`config.mk`:
```
export PLATFORM = sky130hd
export DESIGN_NAME = multi_slot_countdown_timer_bank_top
export DESIGN_NICKNAME = d
export VERILOG_FILES = /design/src/rtl/mstb_pkg.sv /design/src/rtl/mstb_front.sv /design/src/rtl/mstb_fifo.sv /design/src/rtl/mstb_engine.sv /design/src/rtl/multi_slot_countdown_timer_bank_top.sv
export SDC_FILE = /design/constraint.sdc
export NUM_CORES = 2
export LEC_CHECK = 0
export ABC_AREA = 1
export BUFFER_PORTS_ARGS = -buffer_cell sky130_fd_sc_hd__buf_2
export CORE_ASPECT_RATIO = 1.1
export CORE_UTILIZATION = 50
export CTS_CLUSTER_DIAMETER = 150
export DETAILED_ROUTE_END_ITERATION = 10
export GPL_ROUTABILITY_DRIVEN = 0
export PLACE_DENSITY = 0.66
export REMOVE_ABC_BUFFERS = 1
export SYNTH_ARGS = -nofsm -noshare
export SYNTH_HDL_FRONTEND = slang
export SYNTH_SLANG_ARGS = --single-unit
export TNS_END_PERCENT = 50
```
`constraint.sdc`:
```
create_clock -name aclk -period 11.9 [get_ports aclk]
set_clock_uncertainty 0.05 [all_clocks]
set_input_delay 2.38 -clock aclk [delete_from_list [all_inputs] [get_ports aclk]]
set_output_delay 2.38 -clock aclk [all_outputs]
set_load 0.05 [all_outputs]
```
`src/rtl/mstb_pkg.sv`:
```
// shared types and codes for the countdown timer bank
// no dependencies; imported by every module of the block
`default_nettype none

package mstb_pkg;

    localparam int CMD_W    = 3;
    localparam int SLOT_W   = 4;
    localparam int PERIOD_W = 32;
    localparam int MODE_W   = 2;
    localparam int TICK_W   = 32;

    // command codes on the input channel
    localparam logic [CMD_W-1:0] CMD_TICK    = 3'd0;
    localparam logic [CMD_W-1:0] CMD_CREATE  = 3'd1;
    localparam logic [CMD_W-1:0] CMD_START   = 3'd2;
    localparam logic [CMD_W-1:0] CMD_CANCEL  = 3'd3;
    localparam logic [CMD_W-1:0] CMD_DESTROY = 3'd4;

    // classified operations handed to the engine
    localparam int OP_W = 3;
    localparam logic [OP_W-1:0] OP_TICK    = 3'd0;
    localparam logic [OP_W-1:0] OP_CREATE  = 3'd1;
    localparam logic [OP_W-1:0] OP_START   = 3'd2;
    localparam logic [OP_W-1:0] OP_CANCEL  = 3'd3;
    localparam logic [OP_W-1:0] OP_DESTROY = 3'd4;
    localparam logic [OP_W-1:0] OP_BAD     = 3'd5;

    localparam logic [MODE_W-1:0] MODE_DISABLED   = 2'd0;
    localparam logic [MODE_W-1:0] MODE_ONESHOT    = 2'd1;
    localparam logic [MODE_W-1:0] MODE_AUTORELOAD = 2'd2;

    localparam logic KIND_STATUS = 1'b0;
    localparam logic KIND_EXPIRY = 1'b1;
    localparam logic STATUS_OK   = 1'b0;
    localparam logic STATUS_FAIL = 1'b1;

    // expiries reported per sweep
    localparam int MAX_RESULTS = 16;
    localparam int REP_W       = $clog2(MAX_RESULTS + 1);

    // command queue between front and engine
    localparam int QDEPTH = 2;
    localparam int QPTR_W = 1;
    localparam int QCNT_W = 2;

    typedef struct packed {
        logic [OP_W-1:0]     kind;
        logic                in_range;
        logic [SLOT_W-1:0]   slot;
        logic [PERIOD_W-1:0] period;
        logic [MODE_W-1:0]   run_mode;
        logic [TICK_W-1:0]   now_tick;
    } op_t;

endpackage

`default_nettype wire

```
`src/rtl/mstb_front.sv`:
```
// front end: accepts input beats and classifies them into queue entries
// depends on mstb_pkg
`default_nettype none

module mstb_front #(
    parameter int SLOTS = 16
) (
    input  wire logic                          s_valid,
    output logic                               s_ready,
    input  wire logic [mstb_pkg::CMD_W-1:0]    s_cmd,
    input  wire logic [mstb_pkg::SLOT_W-1:0]   s_slot,
    input  wire logic [mstb_pkg::PERIOD_W-1:0] s_period,
    input  wire logic [mstb_pkg::MODE_W-1:0]   s_run_mode,
    input  wire logic [mstb_pkg::TICK_W-1:0]   s_now_tick,
    input  wire logic                          q_full,
    output logic                               q_push,
    output mstb_pkg::op_t                      q_op
);
    import mstb_pkg::*;

    logic [8:0] slot_ext;

    assign s_ready  = !q_full;
    assign q_push   = s_valid && !q_full;
    assign slot_ext = {5'd0, s_slot};

    always_comb begin
        case (s_cmd)
            CMD_TICK:    q_op.kind = OP_TICK;
            CMD_CREATE:  q_op.kind = OP_CREATE;
            CMD_START:   q_op.kind = OP_START;
            CMD_CANCEL:  q_op.kind = OP_CANCEL;
            CMD_DESTROY: q_op.kind = OP_DESTROY;
            default:     q_op.kind = OP_BAD;
        endcase
        q_op.in_range = (slot_ext < 9'(SLOTS));
        q_op.slot     = s_slot;
        q_op.period   = s_period;
        q_op.run_mode = s_run_mode;
        q_op.now_tick = s_now_tick;
    end

endmodule

`default_nettype wire

```
`src/rtl/mstb_fifo.sv`:
```
// short command queue between the front end and the engine
// depends on mstb_pkg
`default_nettype none

module mstb_fifo (
    input  wire logic          aclk,
    input  wire logic          aresetn,
    input  wire logic          push,
    input  mstb_pkg::op_t      push_op,
    output logic               full,
    input  wire logic          pop,
    output mstb_pkg::op_t      pop_op,
    output logic               valid
);
    import mstb_pkg::*;

    op_t               ent_reg [QDEPTH];
    logic [QPTR_W-1:0] wr_ptr_reg, wr_ptr_next;
    logic [QPTR_W-1:0] rd_ptr_reg, rd_ptr_next;
    logic [QCNT_W-1:0] cnt_reg, cnt_next;
    logic              do_push, do_pop;

    assign full    = (cnt_reg == QCNT_W'(QDEPTH));
    assign valid   = (cnt_reg != '0);
    assign pop_op  = ent_reg[rd_ptr_reg];
    assign do_push = push && !full;
    assign do_pop  = pop && valid;

    always_comb begin
        wr_ptr_next = wr_ptr_reg;
        rd_ptr_next = rd_ptr_reg;
        cnt_next    = cnt_reg;
        if (do_push) begin
            wr_ptr_next = (wr_ptr_reg == QPTR_W'(QDEPTH - 1)) ? '0 : wr_ptr_reg + 1'b1;
        end
        if (do_pop) begin
            rd_ptr_next = (rd_ptr_reg == QPTR_W'(QDEPTH - 1)) ? '0 : rd_ptr_reg + 1'b1;
        end
        if (do_push && !do_pop) begin
            cnt_next = cnt_reg + 1'b1;
        end else if (do_pop && !do_push) begin
            cnt_next = cnt_reg - 1'b1;
        end
    end

    always_ff @(posedge aclk) begin
        if (!aresetn) begin
            wr_ptr_reg <= '0;
            rd_ptr_reg <= '0;
            cnt_reg    <= '0;
        end else begin
            wr_ptr_reg <= wr_ptr_next;
            rd_ptr_reg <= rd_ptr_next;
            cnt_reg    <= cnt_next;
        end
    end

    always_ff @(posedge aclk) begin
        if (do_push) begin
            ent_reg[wr_ptr_reg] <= push_op;
        end
    end

endmodule

`default_nettype wire

```
`src/rtl/mstb_engine.sv`:
```
// back end: slot state, countdown sweep and result register
// depends on mstb_pkg; fed by mstb_fifo
`default_nettype none

module mstb_engine #(
    parameter int SLOTS      = 16,
    parameter int COUNT_BITS = 32
) (
    input  wire logic                        aclk,
    input  wire logic                        aresetn,
    input  wire logic                        q_valid,
    input  mstb_pkg::op_t                    q_op,
    output logic                             q_pop,
    output logic                             m_valid,
    input  wire logic                        m_ready,
    output logic                             m_kind,
    output logic [mstb_pkg::SLOT_W-1:0]      m_slot_out,
    output logic                             m_status,
    output logic                             m_last
);
    import mstb_pkg::*;

    localparam int IDX_W = (SLOTS > 1) ? $clog2(SLOTS) : 1;
    localparam int CMP_W = (COUNT_BITS > TICK_W) ? COUNT_BITS : TICK_W;
    localparam logic [IDX_W-1:0] LAST_IDX = IDX_W'(SLOTS - 1);

    localparam logic [2:0] ST_IDLE   = 3'd0;
    localparam logic [2:0] ST_SWEEP  = 3'd1;
    localparam logic [2:0] ST_FLUSH  = 3'd2;
    localparam logic [2:0] ST_CREATE = 3'd3;
    localparam logic [2:0] ST_START  = 3'd4;

    function automatic logic [SLOT_W-1:0] idx_to_slot(input logic [IDX_W-1:0] idx);
        logic [8:0] ext;
        ext = 9'(idx);
        return ext[SLOT_W-1:0];
    endfunction

    // slot memories
    logic [COUNT_BITS-1:0] cnt_mem [SLOTS];
    logic [COUNT_BITS-1:0] per_mem [SLOTS];
    logic [COUNT_BITS-1:0] cnt_q, per_q;

    // per-slot flags
    logic [SLOTS-1:0]  used_reg;
    logic [MODE_W-1:0] mode_reg [SLOTS];

    logic [2:0]            state_reg, state_next;
    logic [TICK_W-1:0]     prev_tick_reg, prev_tick_next;
    logic [TICK_W-1:0]     diff_reg, diff_next;
    logic                  issue_reg, issue_next;
    logic [IDX_W-1:0]      rd_idx_reg, rd_idx_next;
    logic                  ev_valid_reg, ev_valid_next;
    logic [IDX_W-1:0]      ev_idx_reg, ev_idx_next;
    logic                  pend_valid_reg, pend_valid_next;
    logic [IDX_W-1:0]      pend_idx_reg, pend_idx_next;
    logic [REP_W-1:0]      rep_cnt_reg, rep_cnt_next;
    logic [IDX_W-1:0]      work_idx_reg, work_idx_next;
    logic [COUNT_BITS-1:0] op_period_reg, op_period_next;
    logic [MODE_W-1:0]     op_mode_reg, op_mode_next;

    logic              out_valid_reg, out_valid_next;
    logic              out_kind_reg, out_status_reg, out_last_reg;
    logic [SLOT_W-1:0] out_slot_reg;

    // strobes into memories, flags and the result register
    logic                  rd_en;
    logic [IDX_W-1:0]      rd_addr;
    logic                  cnt_we, per_we;
    logic [IDX_W-1:0]      mem_waddr;
    logic [COUNT_BITS-1:0] cnt_wdata;
    logic                  used_we, used_wdata;
    logic [IDX_W-1:0]      used_widx;
    logic                  mode_we;
    logic [IDX_W-1:0]      mode_widx;
    logic [MODE_W-1:0]     mode_wdata;
    logic                  out_load, ld_kind, ld_status, ld_last;
    logic [SLOT_W-1:0]     ld_slot;

    logic [8:0]            q_slot_ext;
    logic [IDX_W-1:0]      q_idx;
    logic [CMP_W-1:0]      q_period_ext;
    logic                  q_slot_live;
    logic                  out_free;
    logic                  ev_active, ev_expire, ev_report, sweep_stall;
    logic [MODE_W-1:0]     ev_mode;
    logic [CMP_W-1:0]      cnt_ext, diff_ext, ev_sub;

    assign q_slot_ext   = {5'd0, q_op.slot};
    assign q_idx        = q_slot_ext[IDX_W-1:0];
    assign q_period_ext = CMP_W'(q_op.period);
    assign q_slot_live  = q_op.in_range && used_reg[q_idx];
    assign out_free     = !out_valid_reg || m_ready;

    // evaluate stage of the sweep
    assign ev_mode     = mode_reg[ev_idx_reg];
    assign ev_active   = used_reg[ev_idx_reg] && (ev_mode != MODE_DISABLED);
    assign cnt_ext     = CMP_W'(cnt_q);
    assign diff_ext    = CMP_W'(diff_reg);
    assign ev_sub      = cnt_ext - diff_ext;
    assign ev_expire   = ev_active && !(cnt_ext > diff_ext);
    assign ev_report   = ev_expire && (rep_cnt_reg < REP_W'(MAX_RESULTS));
    // a second expiry needs the held one to leave first
    assign sweep_stall = ev_valid_reg && ev_report && pend_valid_reg && !out_free;

    always_comb begin
        state_next      = state_reg;
        prev_tick_next  = prev_tick_reg;
        diff_next       = diff_reg;
        issue_next      = issue_reg;
        rd_idx_next     = rd_idx_reg;
        ev_valid_next   = ev_valid_reg;
        ev_idx_next     = ev_idx_reg;
        pend_valid_next = pend_valid_reg;
        pend_idx_next   = pend_idx_reg;
        rep_cnt_next    = rep_cnt_reg;
        work_idx_next   = work_idx_reg;
        op_period_next  = op_period_reg;
        op_mode_next    = op_mode_reg;
        q_pop      = 1'b0;
        rd_en      = 1'b0;
        rd_addr    = rd_idx_reg;
        cnt_we     = 1'b0;
        per_we     = 1'b0;
        mem_waddr  = ev_idx_reg;
        cnt_wdata  = ev_sub[COUNT_BITS-1:0];
        used_we    = 1'b0;
        used_wdata = 1'b0;
        used_widx  = work_idx_reg;
        mode_we    = 1'b0;
        mode_widx  = ev_idx_reg;
        mode_wdata = MODE_DISABLED;
        out_load   = 1'b0;
        ld_kind    = KIND_STATUS;
        ld_slot    = q_op.slot;
        ld_status  = STATUS_FAIL;
        ld_last    = 1'b1;

        case (state_reg)
            ST_IDLE: begin
                if (q_valid) begin
                    case (q_op.kind)
                        OP_TICK: begin
                            q_pop = 1'b1;
                            if (prev_tick_reg == '0) begin
                                prev_tick_next = q_op.now_tick;
                            end else if (q_op.now_tick != prev_tick_reg) begin
                                prev_tick_next  = q_op.now_tick;
                                diff_next       = q_op.now_tick - prev_tick_reg;
                                rd_idx_next     = '0;
                                issue_next      = 1'b1;
                                ev_valid_next   = 1'b0;
                                pend_valid_next = 1'b0;
                                rep_cnt_next    = '0;
                                state_next      = ST_SWEEP;
                            end
                        end
                        OP_CREATE: begin
                            q_pop          = 1'b1;
                            work_idx_next  = '0;
                            op_period_next = q_period_ext[COUNT_BITS-1:0];
                            state_next     = ST_CREATE;
                        end
                        OP_START: begin
                            if (q_slot_live) begin
                                q_pop         = 1'b1;
                                rd_en         = 1'b1;
                                rd_addr       = q_idx;
                                work_idx_next = q_idx;
                                op_mode_next  = q_op.run_mode;
                                state_next    = ST_START;
                            end else if (out_free) begin
                                q_pop    = 1'b1;
                                out_load = 1'b1;
                            end
                        end
                        OP_CANCEL, OP_DESTROY: begin
                            if (out_free) begin
                                q_pop    = 1'b1;
                                out_load = 1'b1;
                                if (q_slot_live) begin
                                    ld_status = STATUS_OK;
                                    mode_we   = 1'b1;
                                    mode_widx = q_idx;
                                    if (q_op.kind == OP_DESTROY) begin
                                        used_we   = 1'b1;
                                        used_widx = q_idx;
                                    end
                                end
                            end
                        end
                        default: begin
                            if (out_free) begin
                                q_pop    = 1'b1;
                                out_load = 1'b1;
                            end
                        end
                    endcase
                end
            end

            ST_SWEEP: begin
                if (!sweep_stall) begin
                    if (issue_reg) begin
                        rd_en         = 1'b1;
                        ev_valid_next = 1'b1;
                        ev_idx_next   = rd_idx_reg;
                        if (rd_idx_reg == LAST_IDX) begin
                            issue_next = 1'b0;
                        end else begin
                            rd_idx_next = rd_idx_reg + 1'b1;
                        end
                    end else begin
                        ev_valid_next = 1'b0;
                    end
                    if (ev_valid_reg && ev_active) begin
                        cnt_we = 1'b1;
                        if (ev_expire) begin
                            if (ev_mode == MODE_AUTORELOAD) begin
                                cnt_wdata = per_q;
                            end else begin
                                cnt_wdata = '0;
                                mode_we   = 1'b1;
                            end
                        end
                    end
                    if (ev_valid_reg && ev_report) begin
                        rep_cnt_next    = rep_cnt_reg + 1'b1;
                        pend_valid_next = 1'b1;
                        pend_idx_next   = ev_idx_reg;
                        if (pend_valid_reg) begin
                            out_load  = 1'b1;
                            ld_kind   = KIND_EXPIRY;
                            ld_slot   = idx_to_slot(pend_idx_reg);
                            ld_status = STATUS_OK;
                            ld_last   = 1'b0;
                        end
                    end
                    if (!issue_reg && !ev_valid_reg) begin
                        state_next = ST_FLUSH;
                    end
                end
            end

            ST_FLUSH: begin
                // the held expiry is the last one of the sweep
                if (!pend_valid_reg) begin
                    state_next = ST_IDLE;
                end else if (out_free) begin
                    out_load        = 1'b1;
                    ld_kind         = KIND_EXPIRY;
                    ld_slot         = idx_to_slot(pend_idx_reg);
                    ld_status       = STATUS_OK;
                    pend_valid_next = 1'b0;
                    state_next      = ST_IDLE;
                end
            end

            ST_CREATE: begin
                // lowest free slot, one slot per cycle
                if (!used_reg[work_idx_reg]) begin
                    if (out_free) begin
                        used_we    = 1'b1;
                        used_wdata = 1'b1;
                        mode_we    = 1'b1;
                        mode_widx  = work_idx_reg;
                        cnt_we     = 1'b1;
                        per_we     = 1'b1;
                        mem_waddr  = work_idx_reg;
                        cnt_wdata  = op_period_reg;
                        out_load   = 1'b1;
                        ld_slot    = idx_to_slot(work_idx_reg);
                        ld_status  = STATUS_OK;
                        state_next = ST_IDLE;
                    end
                end else if (work_idx_reg == LAST_IDX) begin
                    if (out_free) begin
                        out_load   = 1'b1;
                        ld_slot    = '0;
                        state_next = ST_IDLE;
                    end
                end else begin
                    work_idx_next = work_idx_reg + 1'b1;
                end
            end

            ST_START: begin
                if (out_free) begin
                    cnt_we     = 1'b1;
                    mem_waddr  = work_idx_reg;
                    cnt_wdata  = per_q;
                    mode_we    = 1'b1;
                    mode_widx  = work_idx_reg;
                    mode_wdata = op_mode_reg;
                    out_load   = 1'b1;
                    ld_slot    = idx_to_slot(work_idx_reg);
                    ld_status  = STATUS_OK;
                    state_next = ST_IDLE;
                end
            end

            default: begin
                state_next = ST_IDLE;
            end
        endcase

        out_valid_next = out_valid_reg && !m_ready;
        if (out_load) begin
            out_valid_next = 1'b1;
        end
    end

    always_ff @(posedge aclk) begin
        if (!aresetn) begin
            state_reg      <= ST_IDLE;
            prev_tick_reg  <= '0;
            issue_reg      <= 1'b0;
            ev_valid_reg   <= 1'b0;
            pend_valid_reg <= 1'b0;
            rep_cnt_reg    <= '0;
            out_valid_reg  <= 1'b0;
        end else begin
            state_reg      <= state_next;
            prev_tick_reg  <= prev_tick_next;
            issue_reg      <= issue_next;
            ev_valid_reg   <= ev_valid_next;
            pend_valid_reg <= pend_valid_next;
            rep_cnt_reg    <= rep_cnt_next;
            out_valid_reg  <= out_valid_next;
        end
    end

    always_ff @(posedge aclk) begin
        diff_reg      <= diff_next;
        rd_idx_reg    <= rd_idx_next;
        ev_idx_reg    <= ev_idx_next;
        pend_idx_reg  <= pend_idx_next;
        work_idx_reg  <= work_idx_next;
        op_period_reg <= op_period_next;
        op_mode_reg   <= op_mode_next;
        if (out_load) begin
            out_kind_reg   <= ld_kind;
            out_slot_reg   <= ld_slot;
            out_status_reg <= ld_status;
            out_last_reg   <= ld_last;
        end
    end

    always_ff @(posedge aclk) begin
        if (!aresetn) begin
            used_reg <= '0;
            for (int i = 0; i < SLOTS; i++) begin
                mode_reg[i] <= MODE_DISABLED;
            end
        end else begin
            if (used_we) begin
                used_reg[used_widx] <= used_wdata;
            end
            if (mode_we) begin
                mode_reg[mode_widx] <= mode_wdata;
            end
        end
    end

    always_ff @(posedge aclk) begin
        if (cnt_we) begin
            cnt_mem[mem_waddr] <= cnt_wdata;
        end
        if (per_we) begin
            per_mem[mem_waddr] <= op_period_reg;
        end
        if (rd_en) begin
            cnt_q <= cnt_mem[rd_addr];
            per_q <= per_mem[rd_addr];
        end
    end

    assign m_valid    = out_valid_reg;
    assign m_kind     = out_kind_reg;
    assign m_slot_out = out_slot_reg;
    assign m_status   = out_status_reg;
    assign m_last     = out_last_reg;

endmodule

`default_nettype wire

```
`src/rtl/multi_slot_countdown_timer_bank_top.sv`:
```
// Bank of SLOTS countdown timers driven by a command stream (tick, create, start, cancel,
// destroy). Input beats on s_*, result beats on m_*, both valid/ready.
// Non-tick commands give one status beat with m_last set. A tick that changes the count
// sweeps all slots in rising order and gives one expiry beat per expiring slot (first 16),
// m_last on the final one; first, unchanged or expiry-free ticks give no beat.
// A changed tick holds the engine for its sweep, one slot per cycle unless a receiver
// stall holds it, through the countdown and period memories. Cancel, destroy and bad
// commands load their status straight from the queue head, start first reads the slot
// period, and create first scans for the lowest free slot. The engine takes the next
// command only once the current one is done.
// A two-entry command queue sits between the front end and the engine, and a result
// register sits at m_*, so inputs are taken while a result waits.
// When the receiver stalls, the engine holds its sweep once it has a second expiry to
// hand over; the queue then fills and s_ready falls.
// Reset (aresetn low, synchronous) frees all slots, disables them and clears the
// recorded tick; periods and countdowns are written by create before use.
// depends on mstb_pkg, mstb_front, mstb_fifo, mstb_engine
`default_nettype none

module multi_slot_countdown_timer_bank_top #(
    parameter int SLOTS      = 16,
    parameter int COUNT_BITS = 32
) (
    input  wire logic                          aclk,
    input  wire logic                          aresetn,
    input  wire logic                          s_valid,
    output logic                               s_ready,
    input  wire logic [mstb_pkg::CMD_W-1:0]    s_cmd,
    input  wire logic [mstb_pkg::SLOT_W-1:0]   s_slot,
    input  wire logic [mstb_pkg::PERIOD_W-1:0] s_period,
    input  wire logic [mstb_pkg::MODE_W-1:0]   s_run_mode,
    input  wire logic [mstb_pkg::TICK_W-1:0]   s_now_tick,
    output logic                               m_valid,
    input  wire logic                          m_ready,
    output logic                               m_kind,
    output logic [mstb_pkg::SLOT_W-1:0]        m_slot_out,
    output logic                               m_status,
    output logic                               m_last
);
    import mstb_pkg::*;

    op_t  push_op, pop_op;
    logic q_push, q_full, q_pop, q_valid;

    mstb_front #(
        .SLOTS(SLOTS)
    ) u_front (
        .s_valid    (s_valid),
        .s_ready    (s_ready),
        .s_cmd      (s_cmd),
        .s_slot     (s_slot),
        .s_period   (s_period),
        .s_run_mode (s_run_mode),
        .s_now_tick (s_now_tick),
        .q_full     (q_full),
        .q_push     (q_push),
        .q_op       (push_op)
    );

    mstb_fifo u_fifo (
        .aclk    (aclk),
        .aresetn (aresetn),
        .push    (q_push),
        .push_op (push_op),
        .full    (q_full),
        .pop     (q_pop),
        .pop_op  (pop_op),
        .valid   (q_valid)
    );

    mstb_engine #(
        .SLOTS      (SLOTS),
        .COUNT_BITS (COUNT_BITS)
    ) u_engine (
        .aclk       (aclk),
        .aresetn    (aresetn),
        .q_valid    (q_valid),
        .q_op       (pop_op),
        .q_pop      (q_pop),
        .m_valid    (m_valid),
        .m_ready    (m_ready),
        .m_kind     (m_kind),
        .m_slot_out (m_slot_out),
        .m_status   (m_status),
        .m_last     (m_last)
    );

endmodule

`default_nettype wire

```
==> results.cfg <==
[layout]
final_core_util = 0.556
area_delta_synth_final_pct = 9.68
diodes = 0
num-fill-cells = 10600
fin_nets = 6269
layout-drive-gt1-share = 0.0684
fin_cells = 7887

[placement]
dp.cells = 7635
dp_hpwl_um = 95400
port_buffers = 85

[synthesis]
netlist_area_um2 = 63700
yosys_warnings = 0
synth-main-ff-cell = edfxtp_1
ys_ff_latch = 1424
yosys.area.top_type = edfxtp_1
avgSynthCellArea_um2 = 10.3
syn-instance-count = 6160
synth_top_area_share = 0.639
yosys-top-cells-area = edfxtp_1 64%, nand2_1 12%, nand3_1 8.9%, inv_1 2.5%, dfxtp_1 2.2%
ys_seq_area_frac = 0.661
synth-edff-count = 1355
netlist-cell-type-count = 53
synthArstFlopShare = 0

[route]
wl_per_cell_um = 21.8
drtIter0Drc = 5189
routed_wl_um = 172000
vias = 45400
drcViolationCount = 0
via_per_inst = 5.75
dr.pass1.iters = 6
ant_nets = 0

[worst_hold_path]
min_path_cells = 2
hp-start = u_engine.prev_tick_reg[4]
hold_path.class = reg -> reg
hold_end = u_engine.prev_tick_reg[4]

[clock_tree]
clkSlewWorstSetupHoldPaths_ps = 60
cts_buffers = 142
cts_root_buf = clkbuf_16
ctsHoldBuffers = 0
cts_tree = done
cts_max_path_buffers = 3
ctsResizeCount = 0
clock_latency_ps = 790
htreeDepth = 4
cts_setup_buffers = 0
tritoncts_num_sinks = 1424

[critical_path]
worst-path-buf-inv = 5
worst_ep_arrival_time_ps = 7080
critical_path_class = reg -> reg
crit_family = buffers and inverters
crit_fanout = 106
critical-path-max-stage-delay_ps = 890
crit_required_ps = 12380
cp-start-kind = flop
r2r-end = u_engine.per_q[23]
crit_path_end_kind = flop
crit_slowest_cell = buf_4
r2r_setup_slack_ps = 5300
cpMostUsedCell = nand3_1
crit_chain = buf_4 > nand2_2 > nand2_2 > nand2_1 > nand3_1 > nand3_1 > nand3_1 > nand2_2 > inv_2 > nand3_4 > nand2_8 > buf_4 > buf_4 > buf_4 > nand3b_1 > nand3_1 > nand3_1 > nand3_1 > nand2_1
ff2ff_path_depth = 19

[sta]
slew_headroom = 0.167
setup_viol = 0
finalCriticalPeriod_ps = 6600
grt_setup_unrepaired = no
fmax_mhz = 151
fin_crit_sh = 0.555
worstMarginPinSlew_ps = 1250
hold_viol = 0
slew_viol_final = 0
tns_ps = 0

[grt]
grt_pass1_vias = 42900
grt.total_usage = 0.264
grt_remaining_overflow = 0
grt_pass1_wl_um = 258000
grt_start_max_net_pins = 189
antenna_found_initial = 5

[power_and_ir_drop]
power_switching_mw = 6.28
leakage_nw = 27.3
p_int_mw = 10.5
clkPwrFrac = 0.261
p_seq_frac = 0.403
power_density_nw_per_um2 = 240
combPwrFrac = 0.336
swShare = 0.375
vdd_drop_max_mv = 0.204

[job]
maxCapViolCount = 0

[run_status]
status = finished, final reports clean

[floorplan]
die_w_um = 342
die_y_um = 376
rows = 136
core_um2 = 126000
initial_core_util = 0.507
dieArea_um2 = 129000
num_io_pins = 86
-- power by group through the flow --
stage               registers (mW)  logic [mW]  clock network (mW)
floorplan                     6.80        3.87                   0
finish                        6.74        5.63                4.36
global route                  6.76        6.16                4.59
detailed placement            6.84        5.51                   0
CTS                           6.74        5.54                4.41
global placement              6.83        5.44                   0
-- cell families (layout without fill, tap and decap cells) --
family,count (synthesis),in the layout,share of synthesized area
simple gates,3493,3493,0.235
flops,1424,1424,0.661
buf+inv,765,836,0.0508
compound gates,350,350,0.0313
fa+ha+maj,69,69,0.0138
xor+xnor,58,58,0.00798
mux,1,1,0.000157
-- placed cells by master, fill, tap and decap left out, drive strengths merged, types with 30 or more instances in the layout --
master and count:
a21oi 151, buf 148, clkbuf 175, clkinv 57, dfxtp 69, edfxtp 1355
ha 67, inv 435, nand2 1993, nand3 1132, nand3b 67, nand4 30
nor2 225, o21ai 120, xor2 40
-- synthesized netlist by cell type (3+ instances only) --
library cell	instances
buf_2	199
nor4_1	12
a21boi_0	5
o22ai_1	3
o21ai_1	7
nand3_1	1131
nor2_1	224
a22oi_1	6
xor2_1	40
inv_2	7
or2_2	5
a21oi_1	151
o21ai_0	112
inv_1	426
o21a_1	4
a211oi_1	3
buf_1	24
clkinv_1	3
nand3b_1	67
nand2_1	1987
o2111ai_1	8
clkbuf_1	77
a221oi_1	8
a21o_1	8
o21bai_1	10
o211ai_1	9
nand2_2	4
buf_4	27
nand4_1	29
xnor2_1	18
o2111a_1	4
dfxtp_1	69
o31ai_1	4
edfxtp_1	1355
ha_1	67
nor3_1	26
-- through the flow --
step | area (um^2) | total power [mW] | worst slack (ps) | hold slack [ps]
after floorplan | 62100 | 10.7 | -11750 | 397
after global placement | 65400 | 12.3 | 5550 | 411
after detailed placement | 65400 | 12.4 | 5450 | 420
after CTS | 69800 | 16.7 | 5420 | 428
after global routing | 69800 | 17.5 | 4830 | 446
final | 69800 | 16.7 | 5300 | 430
-- cell type report --
type | instances | area, um^2 | share of cell area
Timing Repair Buffer | 148 | 948 | 0.0136
Clock inverter | 77 | 677 | 0.00969
Tap cell | 1656 | 2070 | 0.0297
Inverter | 436 | 1650 | 0.0236
Multi-Input combinational cell | 3971 | 18600 | 0.267
Clock buffer | 175 | 3810 | 0.0546
Sequential cell | 1424 | 42100 | 0.602
-- layer usage --
metal	global-route usage	up-vias	routed length, um
met5	0	-	29
met4	0.106	6	6540
met3	0.0454	362	14500
met2	0.423	2035	80500
met1	0.359	21900	70000
li1	-	21000	-
-- worst min-delay path, stage by stage, from the launching register on --
cell	delay, ps
dfxtp_1	310
inv_1	70
a21oi_1	60
-- worst max path at each step --
stage | startpoint | end | cells after the start
after global routing | flop | u_engine.per_q[19] | 19
final | flop | u_engine.per_q[23] | 19
after CTS | flop | u_engine.per_q[23] | 19
after global placement | flop | u_engine.per_q[23] | 19
after detailed placement | flop | u_engine.per_q[2] | 19
after floorplan | flop | u_engine.cnt_ext[0] | 15
No activity file was read; power rests on OpenSTA's default activity.
